File: src/sv/half_precision_converter_assert.svh
// ----------------------------------------------------------------------------
// Assertion macros for the half precision converter
// Concurrent checks with a reset qualifier, same-cycle and next-cycle forms.
// ----------------------------------------------------------------------------
`ifndef HALF_PRECISION_CONVERTER_ASSERT_SVH
`define HALF_PRECISION_CONVERTER_ASSERT_SVH

// same-cycle implication
`define HPC_ASSERT_NOW(label, clock, rstn, ante, cons) \
	label: assert property (@(posedge clock) disable iff (!(rstn)) (ante) |-> (cons)) \
		else $error("hpc: same-cycle check failed");

// next-cycle implication
`define HPC_ASSERT_NEXT(label, clock, rstn, ante, cons) \
	label: assert property (@(posedge clock) disable iff (!(rstn)) (ante) |=> (cons)) \
		else $error("hpc: next-cycle check failed");

`endif

File: src/sv/hpc_pkg.sv
// ----------------------------------------------------------------------------
// Half precision converter package
// Conversion selector codes, field widths and format constants.
// ----------------------------------------------------------------------------
package hpc_pkg;

	localparam int FUNC_W = 2;
	localparam int DATA_W = 32;

	typedef enum logic [FUNC_W-1:0] {
		FUNC_H2S = 2'd0,
		FUNC_S2H = 2'd1,
		FUNC_B2H = 2'd2
	} func_t;

	localparam logic [7:0]  EXP_BIAS_DIFF   = 8'd112;
	localparam logic [7:0]  EXP_ALL_ONES    = 8'hFF;
	localparam logic [7:0]  S2H_OVF_EXP     = 8'd143;
	localparam logic [7:0]  S2H_MIN_SUB_EXP = 8'd102;
	localparam logic [7:0]  S2H_SUB_SHIFT0  = 8'd126;
	localparam logic [7:0]  H2S_SUB_EXP0    = 8'd103;
	localparam logic [15:0] HALF_INF        = 16'h7C00;
	localparam logic [15:0] HALF_QNAN       = 16'h7E00;
	localparam logic [31:0] SINGLE_INF      = 32'h7F80_0000;
	localparam logic [31:0] SINGLE_NAN_MAN  = 32'h007F_C000;

endpackage

File: src/sv/hpc_convert.sv
// ----------------------------------------------------------------------------
// Format conversion datapath
// Half to single, single to half and bfloat16 to half, selected by func.
// ----------------------------------------------------------------------------
module hpc_convert
	import hpc_pkg::*;
(
	input  logic [FUNC_W-1:0] func,
	input  logic [DATA_W-1:0] operand,
	output logic [DATA_W-1:0] result
);

	// half to single
	logic        h_sign;
	logic [4:0]  h_exp;
	logic [9:0]  h_man;
	logic [3:0]  h_pos;
	logic [9:0]  h_norm;
	logic [7:0]  h_sub_exp;
	logic [31:0] h_res;

	always_comb begin
		h_sign    = operand[15];
		h_exp     = operand[14:10];
		h_man     = operand[9:0];
		h_pos     = 4'd0;
		for (int i = 0; i < 10; i++) begin
			if (h_man[i]) begin
				h_pos = 4'(i);
			end
		end
		h_norm    = h_man << (4'd10 - h_pos);
		h_sub_exp = H2S_SUB_EXP0 + {4'b0, h_pos};
		if (h_exp == 5'd0) begin
			if (h_man == 10'd0) begin
				h_res = {h_sign, 31'd0};
			end else begin
				h_res = {h_sign, h_sub_exp, h_norm, 13'd0};
			end
		end else if (h_exp == 5'h1F) begin
			h_res = {h_sign, 31'd0} | SINGLE_INF | ((h_man != 10'd0) ? SINGLE_NAN_MAN : 32'd0);
		end else begin
			h_res = {h_sign, {3'b0, h_exp} + EXP_BIAS_DIFF, h_man, 13'd0};
		end
	end

	// single to half
	logic        s_sign;
	logic [7:0]  s_be;
	logic [22:0] s_man;
	logic [4:0]  s_shift;
	logic [23:0] s_pre;
	logic [10:0] s_sub;
	logic [4:0]  s_hexp;
	logic [15:0] s_norm;
	logic [15:0] s_res;

	always_comb begin
		s_sign  = operand[31];
		s_be    = operand[30:23];
		s_man   = operand[22:0];
		s_shift = 5'(S2H_SUB_SHIFT0 - s_be);
		s_pre   = {1'b1, s_man} >> (s_shift - 5'd1);
		s_sub   = s_pre[11:1] + {10'd0, s_pre[0]};
		s_hexp  = 5'(s_be - EXP_BIAS_DIFF);
		s_norm  = {1'b0, s_hexp, s_man[22:13]} + {15'd0, s_man[12]};
		if (s_be == 8'd0) begin
			s_res = {s_sign, 15'd0};
		end else if (s_be == EXP_ALL_ONES) begin
			s_res = {s_sign, 15'd0} | ((s_man != 23'd0) ? HALF_QNAN : HALF_INF);
		end else if (s_be >= S2H_OVF_EXP) begin
			s_res = {s_sign, 15'd0} | HALF_INF;
		end else if (s_be <= EXP_BIAS_DIFF) begin
			if (s_be < S2H_MIN_SUB_EXP) begin
				s_res = {s_sign, 15'd0};
			end else begin
				s_res = {s_sign, 4'd0, s_sub};
			end
		end else begin
			s_res = {s_sign, s_norm[14:0]};
		end
	end

	// bfloat16 to half
	logic        b_sign;
	logic [7:0]  b_exp;
	logic [6:0]  b_man;
	logic [15:0] b_res;

	always_comb begin
		b_sign = operand[15];
		b_exp  = operand[14:7];
		b_man  = operand[6:0];
		if (b_exp == EXP_ALL_ONES) begin
			b_res = {b_sign, 15'd0} | ((b_man != 7'd0) ? HALF_QNAN : HALF_INF);
		end else if (b_exp <= EXP_BIAS_DIFF) begin
			b_res = {b_sign, 15'd0};
		end else if (b_exp >= S2H_OVF_EXP) begin
			b_res = {b_sign, 15'd0} | HALF_INF;
		end else begin
			b_res = {b_sign, 5'(b_exp - EXP_BIAS_DIFF), b_man, 3'd0};
		end
	end

	always_comb begin
		case (func)
			FUNC_H2S: result = h_res;
			FUNC_S2H: result = {16'd0, s_res};
			FUNC_B2H: result = {16'd0, b_res};
			default:  result = '0;
		endcase
	end

endmodule

File: config.mk
export PLATFORM = sky130hd
export DESIGN_NAME = hpc_convert
export DESIGN_NICKNAME = d
export VERILOG_FILES = /design/src/sv/half_precision_converter_assert.svh /design/src/sv/hpc_pkg.sv /design/src/sv/hpc_convert.sv
export SDC_FILE = /design/constraint.sdc
export NUM_CORES = 1
export LEC_CHECK = 0
export BUFFER_PORTS_ARGS = -buffer_cell sky130_fd_sc_hd__buf_2
export CORE_MARGIN = 1.5
export CORE_UTILIZATION = 23
export DETAILED_ROUTE_END_ITERATION = 12
export PLACE_DENSITY = 0.38
export SYNTH_ARGS = -nofsm -noshare
export SYNTH_HDL_FRONTEND = slang
export SYNTH_SLANG_ARGS = --single-unit
File: constraint.sdc
create_clock -name vclk -period 8.4
set_input_delay 0.84 -clock vclk [all_inputs]
set_output_delay 0.84 -clock vclk [all_outputs]
set_load 0.02 [all_outputs]
==> results of run 1 <==
final timing paths:
| path | endpoint | slack [ns] | cells past startpoint |
|---|---|---|---|
| setup / recovery | result[10] | 2.70 | 12 |
| hold / removal | result[11] | 2.10 | 3 |
worst max-delay path, cell delays in order:
cell	delay, ns
buf_2	0.49
ha_1	0.79
inv_1	0.48
mux4_2	0.60
o22ai_1	0.23
ha_1	0.21
ha_1	0.21
nand3_1	0.10
or3_1	0.36
a21boi_1	0.22
o31a_1	0.16
buf_2	0.16
report_power, final:
group	switching [µW]	leakage, µW	internal (µW)	total [µW]
Combinational	146	0.00140	92.4	239
Sequential	0	0	0	0
Clock	0	0	0	0
metrics by stage:
step / worst slack [ns] / total power (µW) / area, µm² / hold slack [ns]
2_1_floorplan: 4.03 / 174 / 3180 / 1.88
3_3_place_gp: 2.81 / 239 / 3510 / 2.10
3_5_place_dp: 2.73 / 235 / 3510 / 2.10
4_1_cts: 2.73 / 237 / 3510 / 2.10
5_1_grt: 2.38 / 259 / 3510 / 2.15
6_report: 2.70 / 239 / 3510 / 2.10
kinds of logic after synthesis:
group / after synthesis
buffers and inverters: 61
XOR/XNOR: 26
multiplexers: 58
adder cells (fa/ha/maj): 10
AND/OR/NAND/NOR: 173
AO/OA/AOI/OAI: 124
cells in the mapped netlist (5+ instances only):
library cell  instances  share of area, %
mux4_2               19                13
nor2b_1               7               1.4
or2_2                 5              0.98
and3_1                8               1.6
or3_1                 6               1.2
inv_1                11               1.3
mux2_2                8               2.8
nand3_1              17               2.7
a31oi_1               5              0.98
o211ai_1              5               1.2
o221ai_1              6               1.7
nand2_1              41               4.8
nor2_1               42               5.0
nand4_1               7               1.4
o22ai_1               5              0.98
and2_1                6               1.2
clkbuf_1             35               4.1
a21oi_1              28               4.4
nor3_1               12               1.9
o21ai_0              30               4.7
ha_1                 10               3.9
xnor2_1              10               2.8
nor3b_1               5               1.2
xor2_1               14               3.9
buf_4                 7               1.7
buf_2                 5              0.79
mux2i_1              27               8.5
per-layer routing:
layer,vias up,GRT usage [%],wire [µm]
met5,-,0,0
li1,1734,-,-
met3,14,1.37,740
met1,1764,25.6,5920
met2,168,27.7,6080
met4,0,2.43,187
area by class of cell:
class	count	share of cell area (%)
multi-input combinational	391	82.7
timing repair buffer	68	9.83
tap	176	6.27
inverter	11	1.17
==> results.cfg, run 1 <==
[outcome]
status = finished clean

[floorplan]
row_count = 42
die_h_um = 121
core_area_um2 = 13400
pin_count = 66
die-area_um2 = 14600
start_util_pct = 23.8
die_w_um = 121

[yosys]
synthCells = 452
ys_seq_area_share_pct = 0
synthMuxAreaShare_pct = 26.2
yosys_warnings = 0
synth.avg_cell_area_um2 = 7.04
synth_top_family_by_area = simple AND/OR/NAND/NOR gates
syn_area_um2 = 3180
syn_nets = 496
yosys.cell_types.count = 67
synthAdderAreaFrac_pct = 3.93
synth-xor-area-share_pct = 7.98
synthSimpleGateAreaFrac_pct = 27.0
synth_compound_area_share_pct = 26.3

[power_and_ir_drop]
peakVddDrop_mv = 0.0213
p_leak_uw = 0.00140
power_density_nw_per_um2 = 67.9

[route]
via_per_inst = 5.70
drcViolationCount = 0
vias = 3680
first_pass_iters = 5
antenna_left = 0
wl_mm = 12.9
drt_iter0_markers = 289
wl_per_cell_um = 20.0

[global_routing]
grt_max_degree = 47
gr-total-overflow = 0
grtUsageTotal_pct = 17.2
grt_pass1_wl_mm = 20.1
antenna_found_initial = 0
grt_pass1_vias = 3448

[sta]
final.min_clock_period_ns = 5.70
hold_viol = 0
setup_viol = 0
fmax_mhz = 175
post-route-period-util_pct = 67.9
setup_tns_ns = 0
slew_headroom_pct = 34.3
tightest_slew_ns = 0.979
slew_violations = 0
rsz0062_at_grt = false

[layout]
area_growth_pct = 10.4
seqCellArea_um2 = 0
multi_input_area_um2 = 2910
num_antenna_cells = 0
nNetsFinal = 516
final_core_util_pct = 26.2
drive_gt1_share_pct = 22.8
instances_no_fill = 646
fillers = 1496
mostFrequentLayoutCells = buf_2, nor2_1, nand2_1
design.seq.count = 0
nClkBuffers = 0
final_common_cell = buf_2

[worst_hold_path]
worstHoldStart = func[1]
hold_class = in -> out

[critical_path]
end_kind = output port
critPathKind = in -> out
cp.arrival_ns = 4.86
critPathLaunchType = primary input
worstPathRequired_ns = 7.56
critPathMaxFanout = 28
crit_path_start = operand[24]

[cts]
post_cts_resized = 0
ctsHoldBuffers = 0
cts_setup_buffers = 0

[place]
numPlacedInstances = 646
io_buffers = 66
gp_congestion = 0.890
hpwl_mm = 9.74

[flow_run]
cap_viol_max_count = 0
No activity file was read; power rests on OpenSTA's default activity.
==> run 2, diff against run 1 <==
--- a/config.mk
+++ b/config.mk
@@ -9,7 +9,7 @@
 export CORE_MARGIN = 1.5
 export CORE_UTILIZATION = 23
 export DETAILED_ROUTE_END_ITERATION = 12
-export PLACE_DENSITY = 0.38
+export PLACE_DENSITY = 0.4
 export SYNTH_ARGS = -nofsm -noshare
 export SYNTH_HDL_FRONTEND = slang
 export SYNTH_SLANG_ARGS = --single-unit
==> constraint.sdc (replaced) <==
create_clock -name vclk -period 4.95
set_input_delay 0.495 -clock vclk [all_inputs]
set_output_delay 0.495 -clock vclk [all_outputs]
set_load 0.02 [all_outputs]
==> results.cfg, run 2 (synthesis results as in run 1) <==
[sta]
post-route-period-util_pct = 87.2
setup_tns_ns = 0
slew_violations = 0
fmax_mhz = 232
setup_viol = 0
hold_viol = 0
tightest_slew_ns = 0.995
slew_headroom_pct = 33.4
final.min_clock_period_ns = 4.32
rsz0062_at_grt = false

[flow_run]
cap_viol_max_count = 0

[global_routing]
grt_pass1_vias = 3470
antenna_found_initial = 0
gr-total-overflow = 0
grt_max_degree = 30
grtUsageTotal_pct = 17.7
grt_pass1_wl_mm = 20.3

[floorplan]
die_h_um = 121
pin_count = 66
row_count = 42
die_w_um = 121
die-area_um2 = 14600
start_util_pct = 23.8
core_area_um2 = 13400

[route]
via_per_inst = 5.77
wl_mm = 13.3
wl_per_cell_um = 20.5
drt_iter0_markers = 383
first_pass_iters = 5
vias = 3757
drcViolationCount = 0
antenna_left = 0

[layout]
num_antenna_cells = 0
seqCellArea_um2 = 0
final_common_cell = buf_2
design_area_um2 = 3550
area_growth_pct = 11.6
design.seq.count = 0
drive_gt1_share_pct = 23.6
mostFrequentLayoutCells = buf_2, nor2_1, nand2_1
nNetsFinal = 521
fillers = 1506
nClkBuffers = 0

[place]
gp_congestion = 0.868
io_buffers = 66
hpwl_mm = 10.2
placed_cell_area_um2 = 3550

[critical_path]
end_kind = output port
critPathKind = in -> out
cp.arrival_ns = 3.82
critPathMaxFanout = 26
worstPathRequired_ns = 4.45
critPathLaunchType = primary input
crit_path_start = operand[24]

[worst_hold_path]
hold_class = in -> out
worstHoldStart = func[1]

[outcome]
status = finished clean

[power_and_ir_drop]
p_leak_uw = 0.00143
peakVddDrop_mv = 0.0420
power_density_nw_per_um2 = 116

[cts]
cts_setup_buffers = 0
ctsHoldBuffers = 0
post_cts_resized = 0
[run 2: where the power goes]
part	leakage, µW	switching (µW)	internal, µW
registers	0	0	0
logic	0.00143	252	160
clock network	0	0	0
total	0.00143	252	160
[run 2: final timing paths]
| path | endpoint | depth (start not counted) |
|---|---|---|
| min | result[12] | 3 |
| max | result[10] | 13 |
[run 2: through the flow]
stage | cells | power, µW | setup slack, ns | util [%] | hold slack [ns]
floorplan | 452 | 296 | 1.27 | - | 1.19
global placement | 651 | 411 | 0.607 | 26.5 | 1.41
detailed placement | 651 | 406 | 0.601 | 26.5 | 1.42
CTS | 651 | 408 | 0.605 | 26.5 | 1.42
global route | 651 | 445 | 0.350 | 26.5 | 1.44
finish | 651 | 412 | 0.634 | 26.5 | 1.42
[run 2: layout make-up]
class | instances | area (µm²) | area share (%)
inverters | 11 | 41.3 | 1.16
well taps | 176 | 220 | 6.20
repair buffers | 73 | 383 | 10.8
multi-input cells | 391 | 2910 | 81.9
[run 2: layer usage]
metal  GRT usage (%)  wire, µm  up-vias  share of wire, %
li1                -         -     1743                 -
met1            25.8      5980     1816                45
met2            29.0      6220      180                47
met3            1.51       940       18               7.0
met4            2.06       197        0               1.5
met5               0         0        -                 0
[run 2: critical path: stages]
cell	delay, ns
buf_2	0.11
buf_4	0.32
nand3_1	0.21
xor2_1	0.82
a21oi_1	0.13
o22ai_1	0.28
ha_1	0.22
ha_1	0.21
nand3_1	0.09
or3_1	0.36
a21boi_1	0.23
o31a_1	0.17
buf_2	0.16
==> run 3, diff against run 2 <==
--- a/config.mk
+++ b/config.mk
@@ -7,9 +7,9 @@
 export LEC_CHECK = 0
 export BUFFER_PORTS_ARGS = -buffer_cell sky130_fd_sc_hd__buf_2
 export CORE_MARGIN = 1.5
-export CORE_UTILIZATION = 23
+export CORE_UTILIZATION = 53
 export DETAILED_ROUTE_END_ITERATION = 12
-export PLACE_DENSITY = 0.4
+export PLACE_DENSITY = 0.79
 export SYNTH_ARGS = -nofsm -noshare
 export SYNTH_HDL_FRONTEND = slang
 export SYNTH_SLANG_ARGS = --single-unit
==> results.cfg, run 3 (synthesis results as in run 1) <==
[worst_hold_path]
hold_depth = 4
min_to = result[15]
worstHoldStart = operand[31]
hold_class = in -> out

[route]
first_pass_iters = 5
antenna_left = 0
drt_iter0_markers = 477
wl_mm = 10.9
via_per_inst = 7.02
vias = 3856
wl_per_cell_um = 19.9
drcViolationCount = 0

[floorplan]
row_count = 28
die_h_um = 80.5
pin_count = 66
die-area_um2 = 6480
die_w_um = 80.5
start_util_pct = 54.4
core_area_um2 = 5850

[sta]
final.min_clock_period_ns = 4.15
rsz0062_at_grt = false
hold_viol = 0
slew_headroom_pct = 28.3
fmax_mhz = 241
slew_violations = 0
tightest_slew_ns = 1.08
setup_viol = 0
setup_tns_ns = 0
post-route-period-util_pct = 83.9

[flow_run]
cap_viol_max_count = 0

[layout]
mostFrequentLayoutCells = buf_2, nor2_1, nand2_1
seqCellArea_um2 = 0
nNetsFinal = 520
drive_gt1_share_pct = 23.4
num_antenna_cells = 0
area_growth_pct = 7.35
final_core_util_pct = 58.4
final_common_cell = buf_2
nClkBuffers = 0
design.seq.count = 0

[critical_path]
worstPathRequired_ns = 4.45
cp.arrival_ns = 3.66
end_kind = output port
critPathMaxFanout = 46
critPathLaunchType = primary input
critPathKind = in -> out

[global_routing]
gr-total-overflow = 0
antenna_found_initial = 0
grtUsageMet2_pct = 55.5
grtUsageTotal_pct = 34.2
grt_pass1_vias = 3560
grt_max_degree = 47
busiest_layer = met2
grt_use_met3_pct = 3.75
grt_pass1_wl_mm = 17.5
use_met1_pct = 46.5

[place]
io_buffers = 66
gp_congestion = 1.07
hpwl_mm = 7.89

[cts]
ctsHoldBuffers = 0
post_cts_resized = 0
cts_setup_buffers = 0

[outcome]
status = finished clean

[power_and_ir_drop]
peakVddDrop_mv = 0.0696
p_leak_uw = 0.00142
power_density_nw_per_um2 = 117
==> run 3: changes by cell type in the layout (fill, tap and decap cells not counted) <==
cell and change:
buf_4 -1
==> run 3: area by class of cell <==
class,count,area (µm²)
multi-input cells,391,2910
fillers,570,2430
inverters,11,41.3
repair buffers,72,375
well taps,75,93.8
==> run 3: report_power, final <==
| group | internal (µW) | leakage [µW] | switching [µW] |
|---|---|---|---|
| clock | 0 | 0 | 0 |
| combinational | 160 | 0.00142 | 241 |
| sequential | 0 | 0 | 0 |
==> run 3: critical path, stage by stage <==
cell,delay [ns]
buf_2,0.80
mux2i_1,0.24
mux4_2,0.52
o22ai_1,0.21
ha_1,0.21
ha_1,0.21
nand3_1,0.10
or3_1,0.36
a21boi_1,0.20
o31a_1,0.16
buf_2,0.15
==> run 3: metrics by stage <==
step	std cells	setup WS (ns)	hold slack, ns	power, µW	instance area [µm²]
5_1_grt	549	0.514	1.40	432	3420
4_1_cts	549	0.816	1.39	391	3420
3_5_place_dp	549	0.816	1.39	389	3420
2_1_floorplan	452	1.27	1.19	296	3180
6_report	549	0.797	1.38	401	3420
3_3_place_gp	549	0.887	1.38	384	3420
==> run 3: routing by layer <==
metal	part of all wire [%]	routed length (µm)
met5	0	0
met1	41	4450
met3	11	1160
met2	45	4930
met4	3.5	382
==> run 3: worst max-delay path by stage <==
stage | startpoint | slack (ns) | cells past startpoint | end
after floorplan | operand[23] | 1.27 | 15 | result[8]
after global placement | operand[23] | 0.89 | 11 | result[10]
after detailed placement | operand[23] | 0.82 | 11 | result[10]
final | operand[23] | 0.80 | 11 | result[10]
after CTS | operand[23] | 0.82 | 11 | result[10]
after global routing | operand[23] | 0.51 | 13 | result[10]
